$ cat src/design/csvs_pkg.sv
// shared constants and types for the csv cell and row splitter
package csvs_pkg;

  localparam int unsigned ByteW = 8;

  localparam logic [ByteW-1:0] ChDquote = 8'h22;
  localparam logic [ByteW-1:0] ChLf     = 8'h0A;
  localparam logic [ByteW-1:0] ChCr     = 8'h0D;
  localparam logic [ByteW-1:0] SepReset = 8'd44;

  localparam logic [3*ByteW-1:0] SmartOpen  = 24'hE2809C;
  localparam logic [3*ByteW-1:0] SmartClose = 24'hE2809D;

  // one classified byte on its way to the output
  typedef struct packed {
    logic [ByteW-1:0] out_byte;
    logic             is_content;
    logic             cell_end;
    logic             row_end;
  } res_t;

endpackage

$ cat src/design/csvs_classify.sv
// per-byte quote tracking and cell and row end detection
module csvs_classify (
  input  logic                      clk_i,
  input  logic                      rst_ni,
  input  logic                      accept_i,
  input  logic [csvs_pkg::ByteW-1:0] in_byte_i,
  input  logic [csvs_pkg::ByteW-1:0] separator_i,
  output csvs_pkg::res_t            res_o
);
  import csvs_pkg::*;

  logic                plain_q, plain_d;
  logic                smart_q, smart_d;
  logic [2*ByteW-1:0]  hist_q;
  logic                line_start_q;
  logic [3*ByteW-1:0]  seq;
  logic [ByteW-1:0]    prev;
  logic                term, ends_row, ends_cell;

  always_comb begin
    seq     = {hist_q, in_byte_i};
    prev    = hist_q[ByteW-1:0];
    smart_d = smart_q;
    if (seq == SmartOpen)  smart_d = 1'b1;
    if (seq == SmartClose) smart_d = 1'b0;
    plain_d = (in_byte_i == ChDquote) ? !plain_q : plain_q;
    term = ((in_byte_i == separator_i) || (in_byte_i == ChCr) || (in_byte_i == ChLf))
           && !plain_d && !smart_d;
    ends_row  = term && (in_byte_i == ChLf);
    ends_cell = term && !line_start_q && (prev != ChCr) && (prev != ChLf);
    res_o.out_byte   = in_byte_i;
    res_o.is_content = !term;
    res_o.cell_end   = ends_cell;
    res_o.row_end    = ends_row;
  end

  always_ff @(posedge clk_i or negedge rst_ni) begin
    if (!rst_ni) begin
      plain_q      <= 1'b0;
      smart_q      <= 1'b0;
      hist_q       <= '0;
      line_start_q <= 1'b1;
    end else if (accept_i) begin
      plain_q      <= plain_d;
      smart_q      <= smart_d;
      hist_q       <= {hist_q[ByteW-1:0], in_byte_i};
      line_start_q <= ends_row;
    end
  end

endmodule

$ cat src/design/csvs_skid.sv
// output register with one skid entry
module csvs_skid (
  input  logic           clk_i,
  input  logic           rst_ni,
  input  logic           in_valid_i,
  input  csvs_pkg::res_t in_res_i,
  output logic           in_ready_o,
  output logic           out_valid_o,
  input  logic           out_stall_i,
  output csvs_pkg::res_t out_res_o
);
  import csvs_pkg::*;

  logic out_v_q, skid_v_q;
  res_t out_q, skid_q;
  logic in_acc, out_free;

  assign in_ready_o  = !skid_v_q;
  assign in_acc      = in_valid_i && !skid_v_q;
  assign out_free    = !out_v_q || !out_stall_i;
  assign out_valid_o = out_v_q;
  assign out_res_o   = out_q;

  always_ff @(posedge clk_i or negedge rst_ni) begin
    if (!rst_ni) begin
      out_v_q  <= 1'b0;
      skid_v_q <= 1'b0;
    end else if (out_free) begin
      out_v_q  <= skid_v_q || in_acc;
      skid_v_q <= 1'b0;
    end else if (in_acc) begin
      skid_v_q <= 1'b1;
    end
  end

  always_ff @(posedge clk_i) begin
    if (out_free) begin
      if (skid_v_q) out_q <= skid_q;
      else if (in_acc) out_q <= in_res_i;
    end else if (in_acc) begin
      skid_q <= in_res_i;
    end
  end

endmodule

$ cat src/design/csv_field_splitter.sv
// top level of the streaming csv cell and row splitter
//
// usage
// - input channel: in_valid_i with in_byte_i, one text byte per word; the
//   block holds in_stall_o high when it cannot take a word
// - output channel: out_valid_o with out_byte_o, is_content_o, cell_end_o and
//   row_end_o, exactly one result word per input word, in order; the
//   receiver holds out_stall_i high to pause it
// - separator: written through cfg_valid_i and cfg_data_i while idle;
//   cfg_ready_o is always high, resets to comma
// - result path: a byte's classification is combinational and is registered in
//   the result register, or in the skid entry while a result waits
// - throughput: one byte per cycle while in_stall_o is low, set by the
//   combinational quote and terminator logic ahead of the result register
// - stalls: a skid entry behind the result register lets one more byte in
//   while a result waits; in_stall_o rises only once both are full
// - reset: quote states closed, byte history cleared, start of line set,
//   output and skid empty
module csv_field_splitter (
  input  logic                       clk_i,
  input  logic                       rst_ni,
  // input stream
  input  logic                       in_valid_i,
  output logic                       in_stall_o,
  input  logic [csvs_pkg::ByteW-1:0] in_byte_i,
  // result stream
  output logic                       out_valid_o,
  input  logic                       out_stall_i,
  output logic [csvs_pkg::ByteW-1:0] out_byte_o,
  output logic                       is_content_o,
  output logic                       cell_end_o,
  output logic                       row_end_o,
  // separator register
  input  logic                       cfg_valid_i,
  output logic                       cfg_ready_o,
  input  logic [csvs_pkg::ByteW-1:0] cfg_data_i
);
  import csvs_pkg::*;

  logic [ByteW-1:0] sep_q;
  logic             in_ready;
  logic             in_acc;
  res_t             cls_res;
  res_t             out_res;

  // config word is always taken
  assign cfg_ready_o = 1'b1;

  always_ff @(posedge clk_i or negedge rst_ni) begin
    if (!rst_ni) begin
      sep_q <= SepReset;
    end else if (cfg_valid_i) begin
      sep_q <= cfg_data_i;
    end
  end

  // stall only when the skid entry is occupied
  assign in_stall_o = !in_ready;
  assign in_acc     = in_valid_i && in_ready;

  // quote state and terminator logic, state moves on each accepted word
  csvs_classify u_classify (
    .clk_i       (clk_i),
    .rst_ni      (rst_ni),
    .accept_i    (in_acc),
    .in_byte_i   (in_byte_i),
    .separator_i (sep_q),
    .res_o       (cls_res)
  );

  // result register plus skid entry
  csvs_skid u_skid (
    .clk_i       (clk_i),
    .rst_ni      (rst_ni),
    .in_valid_i  (in_valid_i),
    .in_res_i    (cls_res),
    .in_ready_o  (in_ready),
    .out_valid_o (out_valid_o),
    .out_stall_i (out_stall_i),
    .out_res_o   (out_res)
  );

  assign out_byte_o   = out_res.out_byte;
  assign is_content_o = out_res.is_content;
  assign cell_end_o   = out_res.cell_end;
  assign row_end_o    = out_res.row_end;

endmodule

$ cat config.mk
export PLATFORM = sky130hd
export DESIGN_NAME = csv_field_splitter
export DESIGN_NICKNAME = d
export VERILOG_FILES = /design/src/design/csvs_pkg.sv /design/src/design/csvs_classify.sv /design/src/design/csvs_skid.sv /design/src/design/csv_field_splitter.sv
export SDC_FILE = /design/constraint.sdc
export NUM_CORES = 1
export LEC_CHECK = 0
export ABC_CLOCK_PERIOD_IN_PS = 2900
export BUFFER_PORTS_ARGS = -buffer_cell sky130_fd_sc_hd__buf_2
export CORE_UTILIZATION = 50
export DETAILED_ROUTE_END_ITERATION = 10
export GPL_ROUTABILITY_DRIVEN = 0
export PLACE_DENSITY = 0.72
export SLEW_MARGIN = 20
export SYNTH_ARGS = -nofsm -noshare
export SYNTH_HDL_FRONTEND = slang
export SYNTH_SLANG_ARGS = --single-unit
$ cat constraint.sdc
create_clock -name clk_i -period 2.9 [get_ports clk_i]
set_input_delay 0 -clock clk_i [delete_from_list [all_inputs] [get_ports clk_i]]
set_output_delay 0 -clock clk_i [all_outputs]
set_load 0.02 [all_outputs]
Word level (Yosys, flattened, before mapping)
Index checks and enable logic that the tools add are counted.
{"block": "classes", "n_eq_ne": 8, "mux": 7, "bitwise_logic": 1, "reduce_logical": 23}
{"cell": "equality test 24 bit (second input constant)", "n": 2}
{"cell": "2-to-1 mux 11 bit", "n": 2}
{"cell": "equality test 8 x 4 -> 1 bit (second input constant)", "n": 2}
{"cell": "!= test 8 x 4 -> 1 bit (second input constant)", "n": 2}
{"cell": "equality test 8 x 6 -> 1 bit (second input constant)", "n": 1}
{"cell": "equality test 8 bit", "n": 1}
{"cell": "zero test 1 bit", "n": 8}
{"cell": "logical AND 1 bit", "n": 7}
{"cell": "2-to-1 mux 1 bit", "n": 5}
{"cell": "logical OR 1 bit", "n": 4}
{"cell": "AND reduction 2 bit", "n": 2}
{"cell": "nonzero test 2 bit", "n": 2}
{"cell": "inverter 1 bit", "n": 1}
{"block": "totals", "register_bits": 51, "input_bits": 21, "elab_cells": 54}

Depth between registers and ports, before layout
{"block": "logic_depth", "ltp_word": 10, "mapped_depth": 5, "depth_no_buf": 5}

Cells and area by module
A second synthesis with hierarchy kept.
{"block": "unflattened", "cells_unflattened": 156, "area_unflattened_um2": 2362.3}
{"mod": "csvs_classify", "n_inst": 1, "cells_per_inst": 93, "area_each_um2": 1077.3, "seq_area_each_um2": 476.7}
{"mod": "csvs_skid", "n_inst": 1, "cells_per_inst": 42, "area_each_um2": 928.4, "seq_area_each_um2": 710.7}
{"mod": "csv_field_splitter", "n_inst": 1, "cells_per_inst": 21, "area_each_um2": 356.6, "seq_area_each_um2": 203.9}

Worst setup path before layout
OpenSTA, ideal clock, no wires.
{"block": "synth_path", "path_type": "register to register", "start": "reg u_skid.skid_v_q", "end": "reg u_skid.out_q (netlist bit u_skid.out_res_o[0]) (enable)", "setup_time_ns": 0.382, "arrival_time_ns": 1.730, "path_slack_ns": 0.788, "path_stages_with_launch": 5, "path_buffers": 2, "period_less_slack_ns": 2.112, "cell_sequence": "dfrtp_1 clkbuf_1 clkbuf_1 nor2_1 a21oi_1"}
{"block": "synth_via", "elab_chain_len": 4}
{"element": "start, declared", "line": "csvs_skid.sv:14", "text": "logic out_v_q, skid_v_q;"}
{"element": "start signal, assigned", "line": "csvs_skid.sv:27", "text": "skid_v_q <= 1'b0;"}
{"element": "start signal, assigned", "line": "csvs_skid.sv:30", "text": "skid_v_q <= 1'b0;"}
{"element": "start signal, assigned", "line": "csvs_skid.sv:32", "text": "skid_v_q <= 1'b1;"}
{"element": "zero test 1 bit", "line": "csvs_skid.sv:19", "text": "assign in_acc = in_valid_i && !skid_v_q;"}
{"element": "logical AND 1 bit", "line": "csvs_skid.sv:19"}
{"element": "nonzero test 2 bit (no source line) (*)"}
{"element": "AND reduction 2 bit (no source line) (*)"}
{"element": "end signal, assigned", "line": "csvs_skid.sv:38", "text": "if (skid_v_q) out_q <= skid_q;"}
{"element": "end signal, assigned", "line": "csvs_skid.sv:39", "text": "else if (in_acc) out_q <= in_res_i;"}
{"element": "end, declared", "line": "csvs_skid.sv:15", "text": "res_t out_q, skid_q;"}
Mark *: on every way between the ends. The rest lies on a longest branch, timed or not.
A chain may end at the register's enable or synchronous reset.

Worst setup path in the final report
{"block": "layout_path", "start": "reg u_classify.hist_q[8]", "end": "reg u_skid.out_q (netlist bit u_skid.out_res_o[1]) (data pin)"}
{"block": "layout_via", "elab_chain_len": 10}
{"element": "start, declared", "line": "csvs_classify.sv:14", "text": "logic [2*ByteW-1:0] hist_q;"}
{"element": "start signal, assigned", "line": "csvs_classify.sv:46", "text": "hist_q <= {hist_q[ByteW-1:0], in_byte_i};"}
{"element": "equality test 24 bit", "line": "csvs_classify.sv:24", "text": "if (seq == SmartOpen) smart_d = 1'b1;"}
{"element": "2-to-1 mux 1 bit", "line": "csvs_classify.sv:24"}
{"element": "2-to-1 mux 1 bit (*)", "line": "csvs_classify.sv:25", "text": "if (seq == SmartClose) smart_d = 1'b0;"}
{"element": "zero test 1 bit (*)", "line": "csvs_classify.sv:28", "text": "&& !plain_d && !smart_d;"}
{"element": "logical AND 1 bit (*)", "line": "csvs_classify.sv:28"}
{"element": "logical AND 1 bit (*) (3 in a row)", "line": "csvs_classify.sv:30", "text": "ends_cell = term && !line_start_q && (prev != ChCr) && (prev != ChLf);"}
{"element": "2-to-1 mux 11 bit (*)", "line": "csvs_skid.sv:39"}
{"element": "2-to-1 mux 11 bit (*)", "line": "csvs_skid.sv:38"}
Mark *: on every way between the ends. The rest lies on a longest branch, timed or not. The select of a mux whose other input is x is not followed.

==> results.py <==
metrics = {
    "place": {
        "port_buffers": 33,
        "dpl.hpwl_mm": 2.84,
        "postPlaceCellArea_um2": 2410,
        "dpl_worst_slack_ps": 700,
    },
    "finish": {
        "nFillCells": 318,
        "stdcell_area_um2": 2660,
        "antenna_cells": 0,
        "drive_above_1_share_pct": 39.6,
        "final_nets": 222,
        "utilization_pct": 64.5,
        "area_growth_pct": 20.8,
    },
    "sta": {
        "setup-violations-final": 0,
        "fin_ws_ps": 675,
        "slew_viol_final": 0,
        "hold_viol_final": 0,
        "tns_ps": 0,
        "final.min_clock_period_ps": 2230,
        "rsz0062_at_grt": "no",
        "finalCritPeriodShare_pct": 76.7,
        "fmax_mhz": 449,
        "finalClockSkew_ps": 3.49,
        "worst_pin_slew_ps": 939,
        "max_slew_margin_pct": 37.2,
    },
    "critical_path": {
        "start_kind": "flop",
        "endpoint_kind": "flop",
        "r2r_slack_ps": 670,
        "slowest_stage": "mux2i_1",
        "max_stage_delay_ps": 540,
        "crit_arrival_ps": 2260,
        "critPathLaunch": "u_classify.hist_q[8]",
        "cp-endpoint": "u_skid.out_res_o[1]",
        "worstPathRequired_ps": 2940,
        "r2r_cells": 5,
        "cp_max_fo": 7,
        "critical_path.cell_chain": "nor4_1, nand4_1, nor4_4, mux2i_1, o31ai_1",
        "r2r_end": "u_skid.out_res_o[1]",
        "timing.rr.start": "u_classify.hist_q[8]",
        "worst-setup-path-type": "reg -> reg",
    },
    "synthesis": {
        "yosysTopAreaCell": "edfxtp_1",
        "avgSynthCellArea_um2": 14.8,
        "ys_ff_latch": 51,
        "postSynthCellCount": 149,
        "synth_common_cells": "mux2_2, dfrtp_1, edfxtp_1",
        "syn_nets": 170,
        "ys.flop_type": "dfrtp_1",
        "synth_top_area_share_pct": 30.1,
        "yosysMostFrequentCell": "mux2_2",
        "async_flop_share_pct": 56.9,
        "yosysSeqAreaShare_pct": 63.3,
        "yosysWarnings": 0,
        "synth.distinct_cells": 34,
        "synth-edff-count": 22,
        "synth_area_um2": 2200,
        "synth.area.top_cells": "edfxtp_1, dfrtp_1, mux2_2",
    },
    "global_routing": {
        "grt_pass1_wl_mm": 6.37,
        "track_usage_pct": 19.8,
        "first_global_vias": 1296,
        "overflow": 0,
        "grt_max_degree": 30,
        "antenna_found_initial": 0,
    },
    "clocking": {
        "clk_pin_slew_ps": 90,
        "cts_made_buffers": 5,
        "ctsResizeCount": 0,
        "clk_path_buf_depth": 2,
        "root_buffer": "clkbuf_8",
        "tritoncts": "yes",
        "ctsHtreeMaxLevel": 2,
        "clock_latency_ps": 300,
        "cts_sinks": 51,
    },
    "drt": {
        "wl_mm": 4.20,
        "drc": 0,
        "drtIter0Drc": 104,
        "via_per_inst": 5.51,
        "ant_nets": 0,
        "dr.pass1.iters": 4,
        "wl_per_cell_um": 16.7,
        "vias": 1388,
    },
    "power": {
        "irDropWorstVdd_uv": 351,
        "total_power_mw": 1.49,
        "power_density_nw_per_um2": 561,
        "power.leakage_nw": 1.06,
    },
    "floorplan": {
        "start_util_pct": 53.4,
        "die_area_um2": 4670,
        "rows": 23,
        "coreArea_um2": 4120,
        "ios": 35,
        "die_h_um": 68.3,
        "chipWidth_um": 68.3,
    },
    "hold_path": {
        "hold_start": "in_byte_i[1]",
        "min_path_type": "in -> reg",
    },
    "run": {
        "drv_cap": 0,
    },
    "outcome": {
        "run_status": "complete, no violations",
    },
}
==> cell families (layout without fill, tap and decap cells) <==
kind of cell	after synthesis	after routing	synth area share [%]
flip-flops	51	51	63.3
other	1	1	0.171
AO/OA/AOI/OAI	8	8	2.62
multiplexers	34	34	17.3
XOR/XNOR	10	10	3.98
AND/OR/NAND/NOR	38	38	11.3
buffers and inverters	7	60	1.37
==> report_power, final <==
group	internal (mW)	switching (mW)	leakage, nW
Clock	0.165	0.220	0.0403
Combinational	0.113	0.104	0.489
Sequential	0.837	0.0499	0.535
==> metal layers <==
| metal | track usage (%) | wire length [µm] |
|---|---|---|
| met5 | 0 | 0 |
| met4 | 7.03 | 59 |
| met3 | 5.83 | 242 |
| met2 | 31.6 | 2060 |
| met1 | 25.6 | 1840 |
==> placed cells by master, fill, tap and decap left out, drive strengths merged, types with 2 or more instances in the layout <==
| master | n |
|---|---|
| buf | 35 |
| mux2 | 32 |
| dfrtp | 25 |
| edfxtp | 22 |
| dlygate4sd3 | 16 |
| xor2 | 10 |
| nand2 | 9 |
| clkbuf | 6 |
| nor4 | 5 |
| nand2b | 4 |
| nor2 | 4 |
| dfstp | 4 |
| nor3 | 3 |
| o31ai | 3 |
| and4b | 2 |
| mux2i | 2 |
| nand3b | 2 |
| clkinv | 2 |
| or2 | 2 |
==> timing repair <==
item                                   4_1_cts  5_1_grt
setup buffers                                0        0
endpoints found under the hold margin       40        0
hold buffers                                16        0
==> flip-flops by register name, summed over array words and instances (netlist names) <==
name,cells
u_skid.skid_q,11
u_classify.smart_q,1
u_skid.out_res_o,11
u_skid.out_valid_o,1
u_classify.line_start_q,1
u_classify.hist_q,16
u_classify.plain_q,1
sep_q,8
u_skid.skid_v_q,1
==> layout make-up <==
type | instances | area, µm² | share of cell area (%)
timing repair buffer | 51 | 340 | 12.8
tap | 50 | 62.6 | 2.36
clock buffer | 6 | 72.6 | 2.73
inverter | 1 | 3.75 | 0.141
sequential | 51 | 1390 | 52.4
clock inverter | 2 | 7.51 | 0.283
multi-input combinational | 91 | 777 | 29.3
==> critical path: cells and delay by family, from the launching register on <==
kind / cells / cell delay (ps)
AO/OA/AOI/OAI: 1 / 150
flip-flops: 1 / 390
multiplexers: 1 / 540
AND/OR/NAND/NOR: 3 / 880
==> worst min path at each step <==
stage / to / slack (ps) / cells after the start
after floorplan: sep_q[0] / -300 / 0
after global placement: u_classify.hist_q[15] / 40 / 1
after detailed placement: u_classify.hist_q[14] / 60 / 1
after CTS: u_skid.skid_q[4] / 7 / 1
after global routing: u_skid.skid_q[7] / 10 / 1
final: u_skid.skid_q[4] / 10 / 1
==> per-stage QoR <==
stage               instances  hold slack, ps
floorplan                 149            -296
global placement          228            42.1
detailed placement        228            55.2
CTS                       252            7.23
global route              252            11.9
finish                    252            11.1
(Power assumes the default switching activity.)
